`src/design/assert_macros.svh`:
```
// Assertion macros shared by the RTL.
// No dependencies. Each assumes clk and rst_n in scope.
`ifndef ASSERT_MACROS_SVH
`define ASSERT_MACROS_SVH
`ifndef SYNTHESIS
`define TEQ_ASSERT_IMP(lbl, ante, cons) \
  lbl: assert property (@(posedge clk) disable iff (!rst_n) (ante) |-> (cons)) \
    else $error("assertion failed");
`define TEQ_ASSERT_NXT(lbl, ante, cons) \
  lbl: assert property (@(posedge clk) disable iff (!rst_n) (ante) |=> (cons)) \
    else $error("assertion failed");
`else
`define TEQ_ASSERT_IMP(lbl, ante, cons)
`define TEQ_ASSERT_NXT(lbl, ante, cons)
`endif
`endif

```
`src/design/tevq_pkg.sv`:
```
// Types and constants of the timed event queue.
// No dependencies.
`default_nettype none
package tevq_pkg;
  localparam int TIME_W  = 64;
  localparam int DEV_W   = 6;
  localparam int RSN_W   = 8;
  localparam int LIMIT_W = 6;
  localparam int MAX_RESULTS = 32;
  localparam int CNT_W   = $clog2(MAX_RESULTS + 1);
  localparam logic [LIMIT_W-1:0] LIMIT_RESET = LIMIT_W'(16);

  typedef enum logic [1:0] {
    FUNC_INSERT, FUNC_DISPATCH, FUNC_FLUSH, FUNC_DISCARD
  } func_t;

  typedef enum logic [1:0] {
    ST_DISPATCHED, ST_NONE_DUE, ST_ACCEPTED, ST_FULL
  } status_t;

  // source of has_pending / earliest_time in a result
  typedef enum logic [1:0] {
    ERL_NONE, ERL_HEAD, ERL_AFTER_POP, ERL_AFTER_INS
  } erl_t;

  typedef enum logic {
    S_IDLE, S_EMIT
  } state_t;

  typedef struct packed {
    logic    ins;
    logic    pop;
    logic    clr;
    logic    latch;
    logic    load;
    status_t ostat;
    erl_t    erl;
    logic    runaway;
    logic    last;
  } cmd_t;

  typedef struct packed {
    logic head_valid;
    logic next_valid;
    logic full;
    logic head_due;
    logic next_due;
    logic head_same;
  } sts_t;
endpackage
`default_nettype wire

```
`src/design/tevq_ctrl.sv`:
```
// Controller: handshakes, delivery sequencing, runaway count, limit register.
// Depends on tevq_pkg.
`default_nettype none
module tevq_ctrl (
  input  wire logic                       clk,
  input  wire logic                       rst_n,
  input  wire logic                       in_valid,
  output logic                            in_ready,
  input  wire logic [1:0]                 in_func,
  output logic                            out_valid,
  input  wire logic                       out_ready,
  input  wire logic                       cfg_we,
  input  wire logic [tevq_pkg::LIMIT_W-1:0] cfg_wdata,
  input  wire tevq_pkg::sts_t             sts,
  output tevq_pkg::cmd_t                  cmd
);
  import tevq_pkg::*;

  state_t state_r, state_nxt;
  func_t  func_r, func_nxt;
  logic [CNT_W-1:0] cnt_r, cnt_nxt, n_r, n_nxt, cnt_cur;
  logic [LIMIT_W-1:0] limit_r;
  logic out_valid_r, out_valid_nxt;
  logic can_load, flush, more, more_next;

  assign can_load  = !out_valid_r || out_ready;
  assign out_valid = out_valid_r;
  assign flush     = func_r == FUNC_FLUSH;

  always_ff @(posedge clk) begin
    if (!rst_n) begin
      state_r     <= S_IDLE;
      out_valid_r <= 1'b0;
      limit_r     <= LIMIT_RESET;
      func_r      <= FUNC_INSERT;
      cnt_r       <= '0;
      n_r         <= '0;
    end else begin
      state_r     <= state_nxt;
      out_valid_r <= out_valid_nxt;
      func_r      <= func_nxt;
      cnt_r       <= cnt_nxt;
      n_r         <= n_nxt;
      if (cfg_we) begin
        limit_r <= cfg_wdata;
      end
    end
  end

  always_comb begin
    state_nxt = state_r;
    func_nxt  = func_r;
    cnt_nxt   = cnt_r;
    n_nxt     = n_r;
    cmd       = '0;
    cmd.ostat = ST_NONE_DUE;
    cmd.erl   = ERL_NONE;
    in_ready  = 1'b0;
    cnt_cur   = '0;
    more      = sts.head_valid && (flush || sts.head_due) &&
                (n_r < CNT_W'(MAX_RESULTS));
    more_next = sts.next_valid && (flush || sts.next_due) &&
                ((n_r + CNT_W'(1)) < CNT_W'(MAX_RESULTS));
    case (state_r)
      S_IDLE: begin
        in_ready = can_load;
        if (in_valid && can_load) begin
          case (func_t'(in_func))
            FUNC_INSERT: begin
              cmd.load = 1'b1;
              cmd.last = 1'b1;
              if (sts.full) begin
                cmd.ostat = ST_FULL;
                cmd.erl   = ERL_HEAD;
              end else begin
                cmd.ins   = 1'b1;
                cmd.ostat = ST_ACCEPTED;
                cmd.erl   = ERL_AFTER_INS;
              end
            end
            FUNC_DISCARD: begin
              cmd.clr  = 1'b1;
              cmd.load = 1'b1;
              cmd.last = 1'b1;
            end
            default: begin
              cmd.latch = 1'b1;
              func_nxt  = func_t'(in_func);
              cnt_nxt   = '0;
              n_nxt     = '0;
              state_nxt = S_EMIT;
            end
          endcase
        end
      end
      S_EMIT: begin
        if (can_load) begin
          cmd.load = 1'b1;
          if (more) begin
            // flush restarts the count at each new time
            if (flush && (cnt_r == '0 || !sts.head_same)) begin
              cnt_cur = CNT_W'(1);
            end else begin
              cnt_cur = cnt_r + CNT_W'(1);
            end
            cmd.pop     = 1'b1;
            cmd.ostat   = ST_DISPATCHED;
            cmd.erl     = ERL_AFTER_POP;
            cmd.runaway = cnt_cur > CNT_W'(limit_r);
            cmd.last    = !more_next;
            cnt_nxt     = cnt_cur;
            n_nxt       = n_r + CNT_W'(1);
            if (!more_next) begin
              state_nxt = S_IDLE;
            end
          end else begin
            cmd.erl   = ERL_HEAD;
            cmd.last  = 1'b1;
            state_nxt = S_IDLE;
          end
        end
      end
      default: state_nxt = S_IDLE;
    endcase
    if (cmd.load) begin
      out_valid_nxt = 1'b1;
    end else if (out_ready) begin
      out_valid_nxt = 1'b0;
    end else begin
      out_valid_nxt = out_valid_r;
    end
  end
endmodule
`default_nettype wire
```
`config.mk`:
```
export PLATFORM = sky130hd
export DESIGN_NAME = tevq_ctrl
export DESIGN_NICKNAME = d
export VERILOG_FILES = /design/src/design/assert_macros.svh /design/src/design/tevq_pkg.sv /design/src/design/tevq_ctrl.sv
export SDC_FILE = /design/constraint.sdc
export NUM_CORES = 1
export LEC_CHECK = 0
export BUFFER_PORTS_ARGS = -buffer_cell sky130_fd_sc_hd__buf_2
export CORE_ASPECT_RATIO = 1.75
export CORE_MARGIN = 2
export CORE_UTILIZATION = 25
export CTS_CLUSTER_DIAMETER = 30
export CTS_CLUSTER_SIZE = 24
export DETAILED_ROUTE_END_ITERATION = 10
export PLACE_DENSITY_LB_ADDON = 0.12
export RECOVER_POWER = 100
export SETUP_SLACK_MARGIN = 0.05
export SLEW_MARGIN = 0
export SYNTH_ARGS = -nofsm -noshare
export SYNTH_HDL_FRONTEND = slang
export SYNTH_SLANG_ARGS = --single-unit
```
`constraint.sdc`:
```
create_clock -name clk -period 2.8 [get_ports clk]
set_input_delay 0.14 -clock clk [delete_from_list [all_inputs] [get_ports clk]]
set_output_delay 0.14 -clock clk [all_outputs]
set_load 0.005 [all_outputs]
```
==> impl_metrics.json <==
{
  "status": "finished clean",
  "nFillCells": 658,
  "die_y_um": 105,
  "synth_cells": 166,
  "finalSetupViolCount": 0,
  "grt_remaining_overflow": 0,
  "drt_iter0_drc": 42,
  "fmax_mhz": 389,
  "cts_buffers": 3,
  "antenna_found_initial": 0,
  "cp.arrival_ns": 2.43,
  "synth_ff_type": "dfxtp_1",
  "seq_area_frac_synth_pct": 29.9,
  "worst_pin_slew_ns": 0.718,
  "grt_max_degree": 15,
  "postRouteAntennaNets": 0,
  "synth_top_family_by_area": "compound AO/OA/AOI/OAI gates",
  "wl_mm": 3.45,
  "drive_above_1_share_pct": 23.2,
  "cp-end-kind": "primary output",
  "synth_edf_count": 0,
  "rsz0062_at_grt": "false",
  "instances_no_fill": 272,
  "slew_headroom_pct": 51.6,
  "syn_to_final_growth_pct": 15.9,
  "start_util_pct": 25.4,
  "cts_tree": "built",
  "ys_types": 55,
  "vias": 1234,
  "grt_usage_pct": 11.6,
  "finalSetupTns_ns": 0,
  "vias_per_cell": 4.54,
  "synthAdderAreaFrac_pct": 9.35,
  "hold_violations": 0,
  "port_buffers": 31,
  "dieArea_mm2": 0.00654,
  "synth_warnings": 0,
  "chipWidth_um": 62.0,
  "leakagePower_nw": 0.734,
  "ios": 32,
  "nets": 226,
  "wl_per_cell_um": 12.7,
  "synthMuxAreaShare_pct": 4.17,
  "clkSinkCount": 22,
  "grt_pass1_vias": 1249,
  "cp.required_ns": 2.66,
  "synth.avg_cell_area_um2": 8.86,
  "post-route-period-util_pct": 91.9,
  "skew_ns": 0.00215,
  "clock_tree.buffer_depth": 2,
  "min_period_ns": 2.57,
  "peakVddDrop_mv": 0.145,
  "synth_xor_area_share_pct": 1.19,
  "crit_type": "flip-flop to primary output",
  "cts_max_level": 1,
  "hold_class": "input pin to flip-flop",
  "drc": 0,
  "grt_pass1_wl_mm": 5.69,
  "drt-pass1-iter-count": 4,
  "async_flop_share_pct": 0,
  "synthSimpleGateAreaFrac_pct": 21.9,
  "core_area_mm2": 0.00579,
  "worstSkewPairLatency_ns": 0.26,
  "dp_hpwl_mm": 2.75,
  "slew_viol_final": 0,
  "synth_area_mm2": 0.00147,
  "power_density_mw_per_mm2": 364,
  "diodes": 0,
  "gp_congestion": 0.704,
  "num_rows": 37,
  "dp_cells": 269,
  "critPathMaxFanout": 5,
  "cap_viol_max_count": 0,
  "synth-seq-cells": 22,
  "clk_pin_slew_ns": 0.08,
  "cp-start-kind": "flip-flop",
  "root_buffer": "clkbuf_8",
  "syn_nets": 196,
  "synth_compound_area_share_pct": 25.9
}
## layout by cell type, fill, tap and decap left out, types with 2 or more instances in the layout
cell | synthesis | layout
o21ai_1 | 1 | 2
o21ai_0 | 7 | 7
nand2_1 | 13 | 13
nand3_1 | 5 | 4
o21a_1 | 1 | 2
o221ai_2 | 3 | 2
nor2b_1 | 9 | 10
a22o_2 | 2 | 2
nor3_1 | 2 | 2
xnor2_1 | 2 | 2
a22o_1 | 2 | 2
clkbuf_8 | 0 | 3
clkbuf_1 | 2 | 11
a21o_1 | 4 | 4
mux2i_1 | 5 | 5
nor2_1 | 11 | 11
o211ai_1 | 2 | 2
a31oi_2 | 2 | 2
and3_1 | 3 | 3
ha_1 | 11 | 11
inv_1 | 19 | 19
a21boi_0 | 1 | 3
buf_2 | 2 | 20
nand2b_1 | 3 | 3
dfxtp_1 | 22 | 20
## timing repair
action	4_1_cts	5_1_grt
resized for setup	0	6
setup endpoints to repair	0	1
hold buffers	0	0
buffers inserted	0	0
## cell type report
| type | instances | area (um^2) | area share [%] |
|---|---|---|---|
| Clock buffer | 3 | 41.3 | 2.42 |
| Inverter | 20 | 75.1 | 4.40 |
| Multi-Input combinational cell | 118 | 905 | 53.0 |
| Sequential cell | 22 | 445 | 26.1 |
| Tap cell | 78 | 97.6 | 5.72 |
| Timing Repair Buffer | 31 | 141 | 8.29 |
## per-layer routing
| layer | share of wire [%] | vias to the layer above | GRT usage [%] |
|---|---|---|---|
| met5 | 0 | - | 0 |
| met4 | 2.2 | 0 | 4.71 |
| met3 | 5.3 | 6 | 1.96 |
| met2 | 51 | 35 | 20.1 |
| met1 | 41 | 555 | 13.2 |
| li1 | - | 638 | - |
## path summary, 6_finish.rpt
path	startpoint	to	slack (ns)	cells after the start
worst max-delay path	cnt_r[0]	cmd[1]	0.23	11
worst min-delay path	cfg_wdata[4]	limit_r[4]	0.09	3
worst max register to register	state_r	n_r[0]	0.93	4
worst min register to register	n_r[4]	n_r[4]	0.49	1
## stage by stage
step	hold slack (ns)	util [%]	area [um^2]	setup slack [ns]	total power, W
after detailed placement	0.363	29.2	1690	0.381	0.000444
after global routing	0.111	29.5	1710	0.0667	0.000664
after floorplan	0.270	-	1470	0.653	0.000404
after CTS	0.0862	29.9	1730	0.0911	0.000643
after global placement	0.363	29.2	1690	0.404	0.000444
final	0.0930	29.5	1710	0.227	0.000622
## registers in the layout, indices dropped and copies added, names as in the netlist
signal and count:
limit_r 6, n_r 6, out_valid 1, func_r 2
state_r 1, cnt_r 6
## critical path: stages (launching register included)
cell and delay (ns):
dfxtp_4 0.37, inv_1 0.05, ha_1 0.19, and4bb_4 0.21, a21o_1 0.20, nor2_1 0.10, ha_1 0.24, a21o_1 0.18
a21o_1 0.18, a221oi_2 0.25, a311oi_1 0.07, clkbuf_1 0.13
## cells by family (layout without fill, tap and decap cells)
family                     after synthesis  in the layout
and+or+nand+nor                         57             57
AOI/OAI and AO/OA                       42             42
buffers and inverters                   26             54
DFF                                     22             22
adders and majority gates               11             11
muxes                                    6              6
xor gates and xnor gates                 2              2
## cells in the mapped netlist, drive strengths merged (2+ instances only)
cell | count | area share (%)
dfxtp | 22 | 30
clkbuf | 2 | 0.51
buf | 4 | 2.0
o21ai | 9 | 3.3
a31oi | 2 | 1.7
nor2b | 10 | 4.4
mux2i | 5 | 3.4
o221a | 2 | 1.5
xnor2 | 2 | 1.2
ha | 11 | 9.4
nand2b | 3 | 1.3
a21boi | 3 | 1.5
and3 | 3 | 1.3
and2 | 2 | 1.0
nand3 | 5 | 1.7
o21a | 2 | 1.5
o211ai | 2 | 1.0
nor3 | 3 | 1.4
a21oi | 3 | 2.0
o221ai | 3 | 3.1
inv | 20 | 5.1
nand2 | 14 | 3.7
nor2 | 11 | 2.8
a22o | 4 | 2.6
a21o | 4 | 2.0
## report_power, final
group / internal (W) / switching [W]
sequential: 0.000321 / 0.00000722
combinational: 0.0000427 / 0.0000561
clock: 0.0000959 / 0.0000986
No activity file was read; power rests on OpenSTA's default activity.
